### src/hdl/ptss_pkg.sv
package ptss_pkg;

	localparam int NUM_SLOTS_DEF = 16;
	localparam int TICK_MS_DEF   = 10;
	localparam int DATA_W        = 32;
	localparam int MAX_DUE       = 16;
	localparam int DUE_CNT_W     = 5;

	localparam logic [1:0] CMD_ADD      = 2'd0;
	localparam logic [1:0] CMD_TICK     = 2'd1;
	localparam logic [1:0] CMD_DISPATCH = 2'd2;
	localparam logic [1:0] CMD_DELETE   = 2'd3;

	localparam logic [2:0] KIND_ADDED   = 3'd0;
	localparam logic [2:0] KIND_FULL    = 3'd1;
	localparam logic [2:0] KIND_TICKED  = 3'd2;
	localparam logic [2:0] KIND_DUE     = 3'd3;
	localparam logic [2:0] KIND_NONE    = 3'd4;
	localparam logic [2:0] KIND_DELETED = 3'd5;

	localparam logic [7:0] PEND_MAX = 8'hFF;

	typedef struct packed {
		logic              used;
		logic [7:0]        task_id;
		logic [DATA_W-1:0] delay;
		logic [DATA_W-1:0] period;
		logic [7:0]        pending;
	} slot_rec_t;

endpackage

### src/hdl/ptss_div.sv
module ptss_div #(
	parameter int DIVISOR = ptss_pkg::TICK_MS_DEF
) (
	input  logic                          clk,
	input  logic                          arst_n,
	input  logic                          start,
	input  logic [ptss_pkg::DATA_W-1:0]   dividend,
	output logic                          busy,
	output logic [ptss_pkg::DATA_W-1:0]   quotient
);
	import ptss_pkg::*;

	localparam int              SH    = $clog2(DIVISOR);
	localparam int              PW    = 2 * DATA_W + 1;
	localparam logic [63:0]     POW_C = 64'd1 << (DATA_W + SH);
	localparam logic [DATA_W:0] MUL_C = (DATA_W+1)'(POW_C / 64'(DIVISOR) + 64'd1);

	logic [DATA_W-1:0] work_q;
	logic [DATA_W-1:0] quot_q;
	logic              busy_q;
	logic [PW-1:0]     prod;

	// Reciprocal multiply: m = floor(2^(W+SH)/d) + 1 gives x/d exactly as (x*m) >> (W+SH)
	assign prod = PW'(work_q) * PW'(MUL_C);

	always_ff @(posedge clk or negedge arst_n) begin
		if (!arst_n) begin
			busy_q <= 1'b0;
			work_q <= '0;
			quot_q <= '0;
		end else begin
			busy_q <= start;
			if (start) begin
				work_q <= dividend;
			end
			if (busy_q) begin
				quot_q <= DATA_W'(prod >> (DATA_W + SH));
			end
		end
	end

	assign busy     = busy_q;
	assign quotient = quot_q;

endmodule

### config.mk
export PLATFORM = sky130hd
export DESIGN_NAME = ptss_div
export DESIGN_NICKNAME = d
export VERILOG_FILES = /design/src/hdl/ptss_pkg.sv /design/src/hdl/ptss_div.sv
export SDC_FILE = /design/constraint.sdc
export NUM_CORES = 1
export LEC_CHECK = 0
export BUFFER_PORTS_ARGS = -buffer_cell sky130_fd_sc_hd__buf_2
export CAP_MARGIN = 20
export CORE_MARGIN = 2
export CORE_UTILIZATION = 59
export CTS_CLUSTER_SIZE = 10
export DETAILED_ROUTE_END_ITERATION = 10
export PLACE_DENSITY_LB_ADDON = 0.2
export SETUP_SLACK_MARGIN = 0.5
export SYNTH_ARGS = -nofsm -noshare
export SYNTH_HDL_FRONTEND = slang
export SYNTH_SLANG_ARGS = --single-unit
### constraint.sdc
create_clock -name clk -period 6.3 [get_ports clk]
set_input_delay 0.63 -clock clk [delete_from_list [all_inputs] [get_ports clk]]
set_output_delay 0.63 -clock clk [all_outputs]
set_load 0.005 [all_outputs]
==> flow_summary.yaml <==
outcome:
  status: "finished with violations"
  violations: "setup timing"
drt:
  first_pass_iters: 8
  ant_nets: 0
  wl_um: 64800
  wl_per_cell_um: 23.1
  drc: 0
  first_iter_violations: 1048
  viasPerCell: 5.47
  vias: 15300
global_routing:
  first_global_vias: 16800
  grt_max_degree: 63
  grt_util_met2_pct: 63.7
  grt.busiest_layer: "met2"
  overflow: 0
  grt_use_met1_pct: 52.9
  grt_util_met3_pct: 11.9
  grt_pass1_wl_um: 99300
  grt_usage_pct: 40.5
  antenna_found_initial: 0
sta:
  rsz0062_at_grt: "yes"
  slew_headroom_pct: 33.4
  fin_crit_ns: 6.83
  layout_setup_ws_ns: -0.527
  clock.fmax_ghz: 0.146
  setup_viol_count_final: 29
  final-max-slew-violation-count: 0
  skew_ns: 0.0240
  finalCritPeriodShare_pct: 108
  tightest_slew_ns: 0.999
  holdWs_ns: 0.458
  finalHoldViolations: 0
die:
  row_count: 66
  die_w_um: 185
  start_util_pct: 59.7
  die_h_um: 185
  core_mm2: 0.0325
  dieArea_mm2: 0.0343
  io_pins: 68
setup_path:
  reg2reg_setup_slack_ns: -0.53
  crit_end: "quotient[13]"
  reg2reg_from: "work_q[2]"
  r2r-end: "quotient[13]"
  ff2ff_path_depth: 23
  worstSetupStartpointType: "flip-flop"
  critPathMaxFanout: 6
  cp_data_required_time_ns: 6.56
  cp-end-kind: "flip-flop"
  cp-startpoint: "work_q[2]"
  critPathArrivalTime_ns: 7.08
  crit_type: "flip-flop to flip-flop"
cts:
  numCtsBuffers: 9
  cts_tree: "yes"
  path_clk_slew_ns: 0.09
  cts_hold_buf: 0
  cts_buffer_depth: 2
  h-tree-depth: 3
  numClockSinks: 62
  cts-root-buf: "clkbuf_16"
  insertion_delay_ns: 0.39
synthesis:
  yosysMostFrequentCell: "inv_1"
  yosysSeqAreaShare_pct: 8.01
  syn_area_mm2: 0.0194
  ys_ff_latch: 62
  synth_flop_cell: "dfrtp_1"
  synth.area.top_cells: "fa_1 40%, ha_1 22%, inv_1 10%, dfrtp_1 8.0%, mux2_2 2.4%"
  synth_cell_types: 68
  yosys_warnings: 0
  synth_top_cell_area_share_pct: 39.9
  yosysTopAreaCell: "fa_1"
  postSynthCellCount: 1897
  avgSynthCellArea_um2: 10.2
  synth_edf_count: 0
  ys_async_sr_fraction_pct: 100
  synth_common_cells: "537 x inv_1, 386 x fa_1, 346 x ha_1"
layout:
  num-fill-cells: 2265
  layout.nets: 3121
  fin_cells: 2801
  syn_to_final_growth_pct: 28.1
  final_layout_size_suffix_gt1_share_pct: 32.1
  antenna_cells: 0
placed_design:
  place_inst: 2741
  dp.final_hpwl_um: 56500
  gp_congestion: 0.976
  port_buffers: 64
run:
  maxCapViolCount: 0
min_path:
  hp-class: "input pin to asynchronous set/reset pin"
-- timing repair --
item                       4_1_cts  5_1_grt
resized for setup              106       88
setup endpoints to repair       29       29
pin swaps                       63       45
buffers inserted                30       14
-- flip-flops by register name, indices dropped and copies added (netlist names) --
name      flops
busy          1
work_q       32
quotient     29
-- through the flow --
step	setup WS [ns]	utilization (%)	setup TNS [ns]	cell area, um^2
2_1_floorplan	-0.383	-	-1.87	19800
3_3_place_gp	-0.627	71.7	-11.57	23300
3_5_place_dp	-0.711	71.7	-12.57	23300
4_1_cts	-0.508	75.1	-9.58	24400
5_1_grt	-0.713	76.5	-15.17	24800
6_report	-0.527	76.5	-10.16	24800
-- critical path: stages, from the launching register on --
cell     delay, ns
dfrtp_1       0.41
buf_4         0.17
ha_4          0.30
xor2_2        0.21
buf_4         0.15
a21o_1        0.18
fa_1          0.47
fa_1          0.54
fa_1          0.59
fa_1          0.44
fa_1          0.55
inv_2         0.05
fa_1          0.51
inv_2         0.05
ha_4          0.22
nand3_4       0.07
nor2_4        0.06
a41oi_2       0.18
nand3_2       0.11
or4_4         0.55
a31o_4        0.26
a41oi_4       0.21
xnor2_1       0.11
mux2_4        0.26
-- metal layers --
layer,routed length (um),vias to the layer above
li1,-,6830
met4,2680,0
met2,29900,642
met3,5820,134
met5,0,-
met1,26400,7720
-- worst min path at each step --
| stage | depth (start not counted) | from | slack, ns | end |
|---|---|---|---|---|
| after floorplan | 0 | arst_n | 0.33 | busy |
| after global placement | 2 | quotient[22] | 0.48 | quotient[22] |
| after detailed placement | 2 | quotient[16] | 0.47 | quotient[16] |
| after CTS | 3 | dividend[29] | 0.45 | work_q[29] |
| after global routing | 3 | dividend[29] | 0.47 | work_q[29] |
| final | 2 | arst_n | 0.46 | quotient[10] |
-- layout by cell type (no fill, tap or decap), types with 20 or more instances in the layout --
cell,n
xnor2_1,28
nand2_1,67
xor2_1,31
o21ai_0,24
inv_1,516
buf_4,403
inv_2,20
a21oi_1,47
buf_2,64
a21oi_2,22
dfrtp_1,38
a21o_1,51
ha_1,284
ha_4,52
dfrtp_2,24
nand4_1,23
fa_2,20
mux2_2,39
nor2_1,22
fa_1,366
-- cell type report --
type	count	area (um^2)	area share (%)
Timing Repair Buffer	483	3530	14.2
Sequential cell	62	1580	6.37
Inverter	537	2020	8.13
Tap cell	442	553	2.23
Multi-Input combinational cell	1261	16800	67.8
Clock buffer	10	239	0.963
Clock inverter	6	71.3	0.287
-- kinds of logic after synthesis --
group	count (synthesis)	synth area share [%]
AO/OA/AOI/OAI	226	7.72
XOR/XNOR	71	3.21
buffers and inverters	576	11.6
other	1	0.0194
AND/OR/NAND/NOR	185	4.71
adder cells (fa/ha/maj)	732	62.2
multiplexers	44	2.57
flip-flops	62	8.01
Power is not shown: default switching activity piles up to over one toggle a cycle in this logic, so the estimate is an artifact.
