File: config.mk
export PLATFORM = sky130hd
export DESIGN_NAME = ptss_cell
export DESIGN_NICKNAME = d
export VERILOG_FILES = /design/src/hdl/ptss_pkg.sv /design/src/hdl/ptss_cell.sv
export SDC_FILE = /design/constraint.sdc
export NUM_CORES = 1
export LEC_CHECK = 0
export BUFFER_PORTS_ARGS = -buffer_cell sky130_fd_sc_hd__buf_2
export CAP_MARGIN = 30
export CORE_AREA = 2 2 125 66
export DETAILED_ROUTE_END_ITERATION = 10
export DIE_AREA = 0 0 127 68
export PLACE_DENSITY_LB_ADDON = 0.05
export SYNTH_ARGS = -nofsm -noshare
export SYNTH_HDL_FRONTEND = slang
export SYNTH_SLANG_ARGS = --single-unit
File: constraint.sdc
create_clock -name clk -period 0.93 [get_ports clk]
set_input_delay 0 -clock clk [delete_from_list [all_inputs] [get_ports clk]]
set_output_delay 0 -clock clk [all_outputs]
set_load 0.02 [all_outputs]
File: src/hdl/ptss_pkg.sv
package ptss_pkg;

	localparam int NUM_SLOTS_DEF = 16;
	localparam int TICK_MS_DEF   = 10;
	localparam int DATA_W        = 32;
	localparam int MAX_DUE       = 16;
	localparam int DUE_CNT_W     = 5;

	localparam logic [1:0] CMD_ADD      = 2'd0;
	localparam logic [1:0] CMD_TICK     = 2'd1;
	localparam logic [1:0] CMD_DISPATCH = 2'd2;
	localparam logic [1:0] CMD_DELETE   = 2'd3;

	localparam logic [2:0] KIND_ADDED   = 3'd0;
	localparam logic [2:0] KIND_FULL    = 3'd1;
	localparam logic [2:0] KIND_TICKED  = 3'd2;
	localparam logic [2:0] KIND_DUE     = 3'd3;
	localparam logic [2:0] KIND_NONE    = 3'd4;
	localparam logic [2:0] KIND_DELETED = 3'd5;

	localparam logic [7:0] PEND_MAX = 8'hFF;

	typedef struct packed {
		logic              used;
		logic [7:0]        task_id;
		logic [DATA_W-1:0] delay;
		logic [DATA_W-1:0] period;
		logic [7:0]        pending;
	} slot_rec_t;

endpackage

File: src/hdl/ptss_cell.sv
module ptss_cell (
	input  logic                clk,
	input  logic                arst_n,
	input  logic                shift_en,
	input  ptss_pkg::slot_rec_t d,
	output ptss_pkg::slot_rec_t q
);
	import ptss_pkg::*;

	slot_rec_t rec_q;

	always_ff @(posedge clk or negedge arst_n) begin
		if (!arst_n) begin
			rec_q <= '0;
		end else if (shift_en) begin
			rec_q <= d;
		end
	end

	assign q = rec_q;

endmodule

==> results.cfg, run 1 <==
[worst_setup_path]
cp.buffers_inverters = 1
cp-end-kind = output port
cpMaxStageDelayCell = dfrtp_1
critical-path-max-stage-delay_ns = 0.40
cp-start-kind = flop
path_class = reg -> out
required_ns = 0.93
reg2reg_setup_slack_ns = 0.13
worstPathMaxFanout = 2
worst_path_dominant_cell_family = flip-flops
arrival_ns = 0.90
path_cells = buf_2

[cts]
clkSinkCount = 81
clk_pin_slew_ns = 0.06
h-tree-depth = 3
cts_setup_buffers = 0
root_buffer = clkbuf_16
cts_tree = built
clockBufferDepth = 2
insertion_delay_ns = 0.32
cts_made_buffers = 9

[routing]
drc_errors = 0
wl_um = 8300
top_layer = met4
drt_pass1_iterations = 4
wl_per_cell_um = 15.6
met1_length_um = 3890
wl_met2_um = 3820
via_per_inst = 4.48
dr.first_iter.drc_count = 63
ant_nets = 0
wl_met3_um = 534
vias = 2380

[sta]
relSlewSlack = 0.714
timing.setup.tns_ns = 0
rsz0062_at_grt = no
fmax_ghz = 1.12
tightest_slew_ns = 0.429
finalCritPeriodShare = 0.964
fin_crit_ns = 0.896
finClkSkew_ns = 0
final-setup-viol-count = 0
report.final.slew_viol_count = 0
hold_viol = 0

[global_route]
grt_max_degree = 82
grt_overflow = 0
grtUsageTotal = 0.197
antenna_found_initial = 0
grt_pass1_wl_um = 12800
grt_pass1_vias = 2386

[logic_synthesis]
synthDominantCellAreaShare = 0.594
synth_seq_cells = 81
synth_area_mm2 = 0.00341
async_reset_ff_frac = 1.00
synthTopCellsByCount = 81 x dfrtp_1, 80 x mux2_4, 8 x buf_12
seq_area_frac_synth = 0.594
synthMostInstantiatedCell = dfrtp_1
synth-edff-count = 0
synthTopCellsByArea = dfrtp_1 59%, mux2_4 35%, buf_12 4.7%
avgSynthCellArea_um2 = 19.9
yosys_warnings = 0
synth_flop_cell = dfrtp_1
yosysTopAreaCell = dfrtp_1
synthesis.nets = 255
ys_types = 5
synthCells = 171

[floorplanning]
ios = 165
initial_core_util = 0.446
die_h_um = 68
die_x_um = 127
coreArea_mm2 = 0.00765
dieArea_mm2 = 0.00864
std_cell_rows = 23

[flow_run]
maxCapViolations = 0

[placement]
io_buffers = 164
dp_cells = 433
gp_congestion = 0.772
dpl.hpwl_um = 5060

[layout]
diodes = 0
fin_cells = 531
fin_util = 0.704
drive_above_1_share = 0.615
fin_nets = 510
largest_register_ffs = 81
area_growth_pct = 57.9

[power_and_ir_drop]
p_leak_nw = 2.77
vdd_drop_max_mv = 0.986
power_density_mw_per_mm2 = 1740

[outcome]
status = finished clean

[hold_path]
hp-class = in -> reg
==> final cells by class <==
class / instances / area (um2)
clock buffer: 12 / 236
clock inverter: 4 / 30.0
fill: 528 / 2270
multi-input combinational: 81 / 1210
sequential: 81 / 2030
tap: 100 / 125
timing repair buffer: 253 / 1760
==> report_power, final <==
part	internal [mW]	switching, mW	total, mW
sequential	3.88	0.204	4.08
clock	1.81	1.36	3.17
combinational	1.15	0.987	2.14
total	6.84	2.55	9.39
==> routing by layer <==
| layer | global-route usage | vias up |
|---|---|---|
| met5 | 0 | - |
| met4 | 0.0591 | 0 |
| met3 | 0.0563 | 7 |
| met2 | 0.324 | 108 |
| met1 | 0.260 | 1156 |
| li1 | - | 1109 |
==> worst paths after layout <==
kind                                from     to  depth (start not counted)
worst max-delay path               q[22]  q[22]                          1
max in group asynchronous         arst_n  q[68]                          3
worst min-delay path            shift_en  q[69]                          3
worst max register to register      q[4]   q[4]                          1
worst min register to register     q[20]  q[20]                          1
min in group asynchronous         arst_n  q[12]                          3
==> cell families after synthesis <==
logic type	count (synthesis)	synth area share
DFF	81	0.594
muxes	81	0.355
buffers and inverters	9	0.0503
==> layout by cell type, fill, tap and decap left out, drive strengths merged <==
cell type | synthesis | final
mux2 | 81 | 81
clkbuf | 0 | 12
clkinvlp | 0 | 4
buf | 9 | 171
dlygate4sd3 | 0 | 82
dfrtp | 81 | 81
==> worst min-delay path, cell delays in order <==
cell and delay, ns:
buf_4 0.16, buf_12 0.18, mux2_2 0.16
==> through the flow <==
step                      hold WS [ns]  worst slack, ns  cell area [um2]  power [mW]
final                            0.199           0.0338             5390        9.39
after detailed placement        0.0615           0.0643             4290        5.98
after global placement          0.0628           0.0863             4290        5.96
after floorplan                 -0.296           0.0953             3410        5.30
after CTS                        0.195           0.0248             5380        9.46
after global routing             0.209          0.00100             5390        9.80
==> repair_timing <==
item | 4_1_cts | 5_1_grt
hold buffers | 82 | 0
hold endpoints to repair | 162 | 0
setup endpoints to repair | 0 | 1
resized for setup | 0 | 2
(Power assumes the default switching activity.)
==> run 2, diff against run 1 <==
--- a/config.mk
+++ b/config.mk
@@ -5,11 +5,12 @@
 export SDC_FILE = /design/constraint.sdc
 export NUM_CORES = 1
 export LEC_CHECK = 0
+export ABC_AREA = 1
 export BUFFER_PORTS_ARGS = -buffer_cell sky130_fd_sc_hd__buf_2
 export CAP_MARGIN = 30
-export CORE_AREA = 2 2 125 66
+export CORE_AREA = 2 2 122 65
 export DETAILED_ROUTE_END_ITERATION = 10
-export DIE_AREA = 0 0 127 68
+export DIE_AREA = 0 0 124 67
 export PLACE_DENSITY_LB_ADDON = 0.05
 export SYNTH_ARGS = -nofsm -noshare
 export SYNTH_HDL_FRONTEND = slang
==> run 2 against run 1 <==
  * Critical path depth is the same
  * Sequential cell count stayed put
  * Design area fell by 3.6%
  * Non-clock buffer count rose by 2
  * Sequential share of layout area up 1.4 points
  * Synthesized cell count up 100%
  * Clock power is 26% higher
  * Total power rose by 3.9%
==> results.cfg, run 2 <==
[worst_setup_path]
worstPathMaxFanout = 2
rr_worst_depth = 2
worst_path_dominant_cell_family = flip-flops
endpoint = q[23]
path_cells = buf_2
r2r_start = q[30]
worst-path-stages = 1
critical-path-max-stage-delay_ns = 0.40
cp-start-kind = flop
required_ns = 0.93
cp.buffers_inverters = 1
cpMaxStageDelayCell = dfrtp_1
path_class = reg -> out
reg2reg_setup_slack_ns = 0.29
r2r_end = q[30]
crit_path_start = q[23]
cp-end-kind = output port
arrival_ns = 0.90

[logic_synthesis]
synth-xor-area-share = 0
synthesis.nets = 426
synth_area_mm2 = 0.00309
synthCells = 342
muxShareOfSynthArea = 0
synthTopCellsByArea = dfrtp_1 66%, nand2_1 30%, buf_6 3.3%
yosys_warnings = 0
synth-compound-area-share = 0
async_reset_ff_frac = 1.00
ys_types = 6
seq_area_frac_synth = 0.656
synth_flop_cell = dfrtp_1
synth_seq_cells = 81
synth-edff-count = 0
synthMostInstantiatedCell = nand2_1
synthAdderAreaFrac = 0
synth_top_family_by_area = simple AND/OR/NAND/NOR gates
yosysTopAreaCell = dfrtp_1
yosys.area_share.simple = 0.295
avgSynthCellArea_um2 = 9.04
synthDominantCellAreaShare = 0.656
synthTopCellsByCount = 243 x nand2_1, 81 x dfrtp_1, 9 x buf_6

[power_and_ir_drop]
vdd_drop_max_mv = 1.51
p_leak_nw = 2.94
power_density_mw_per_mm2 = 1880

[sta]
report.final.slew_viol_count = 0
finalCritPeriodShare = 0.964
hold_viol = 0
finClkSkew_ns = 0
tightest_slew_ns = 0.332
timing.setup.tns_ns = 0
relSlewSlack = 0.778
rsz0062_at_grt = no
fmax_ghz = 1.12
final-setup-viol-count = 0
fin_crit_ns = 0.897

[cts]
root_buffer = clkbuf_16
h-tree-depth = 3
clockBufferDepth = 2
cts_setup_buffers = 0
insertion_delay_ns = 0.33
clkSinkCount = 81
cts_made_buffers = 9
clk_pin_slew_ns = 0.06
cts_tree = built

[routing]
ant_nets = 0
via_per_inst = 4.37
vias = 3022
drc_errors = 0
drt_pass1_iterations = 5
dr.first_iter.drc_count = 140
wl_per_cell_um = 12.8
wl_um = 8840

[layout]
drive_above_1_share = 0.317
final_common_cell = nand2_1
diodes = 0
area_growth_pct = 68.0
fin_cells = 692
final_cell_mix = 243 x nand2_1, 162 x buf_2, 82 x dlygate4sd3_1
largest_register_ffs = 81
fin_nets = 675

[floorplanning]
dieArea_mm2 = 0.00831
std_cell_rows = 22
initial_core_util = 0.432
ios = 165
coreArea_mm2 = 0.00716
die_h_um = 67
die_x_um = 124

[placement]
gp_congestion = 0.771
io_buffers = 164
dpl.hpwl_um = 5790
dp_cells = 594

[flow_run]
maxCapViolations = 0

[hold_path]
hp-class = in -> reg

[global_route]
grt_max_degree = 37
grt_overflow = 0
antenna_found_initial = 0
grtUsageTotal = 0.223
grt_pass1_wl_um = 13900
grt_pass1_vias = 2980

[outcome]
status = finished clean
==> run 2: cell types whose count changed in the layout (fill, tap and decap cells not counted), sizes merged, moves of 2 or more <==
cell	before	now
bufinv	0	3
mux2	81	0
nand2	0	243
buf	171	173
clkinvlp	4	1
==> run 2: how the worst min path moves through the flow <==
stage | startpoint | end | cells past startpoint
2_1_floorplan | arst_n | q[0] | 0
6_report | shift_en | q[16] | 4
3_3_place_gp | arst_n | q[9] | 1
5_1_grt | shift_en | q[26] | 4
3_5_place_dp | arst_n | q[9] | 1
4_1_cts | shift_en | q[16] | 4
==> run 2: where the power goes <==
part / switching [mW] / total [mW] / internal, mW
Sequential: 0.177 / 4.02 / 3.84
Clock: 1.30 / 3.99 / 2.69
Combinational: 0.990 / 1.75 / 0.756
==> run 2: final cells by class <==
| class | instances | area (um2) |
|---|---|---|
| clock buffer | 11 | 243 |
| clock inverter | 5 | 103 |
| fill | 557 | 1960 |
| inverter | 1 | 8.76 |
| multi-input combinational | 243 | 912 |
| sequential | 81 | 2030 |
| tap | 96 | 120 |
| timing repair buffer | 255 | 1780 |
==> run 2: through the flow <==
stage	hold slack [ns]	cell area (um2)	power, mW	util	setup slack [ns]
final	0.0854	5190	9.75	0.726	0.0332
after global routing	0.0954	5190	10.2	0.726	0.00132
after CTS	0.0701	5190	9.86	0.725	0.0180
after detailed placement	-0.0802	4020	5.55	0.562	0.185
after global placement	-0.0825	4020	5.53	0.562	0.220
after floorplan	-0.296	3090	4.85	-	0.254
==> run 2: per-layer routing <==
metal  track usage  up-vias  routed length (um)
met5             0        -                   0
met4        0.0632        0                  88
met3        0.0711        9                 691
met2         0.381      121                4100
met1         0.273     1374                3960
li1              -     1518                   -
==> run 2: cells by family (layout without fill, tap and decap cells) <==
group,after synthesis,in the layout
flops,81,81
simple gates,243,243
buf+inv,18,272
==> run 2: timing repair <==
item / CTS / global route
hold buffers: 82 / 0
gates resized for setup: 0 / 2
setup endpoints to repair: 0 / 1
endpoints found under the hold margin: 162 / 0
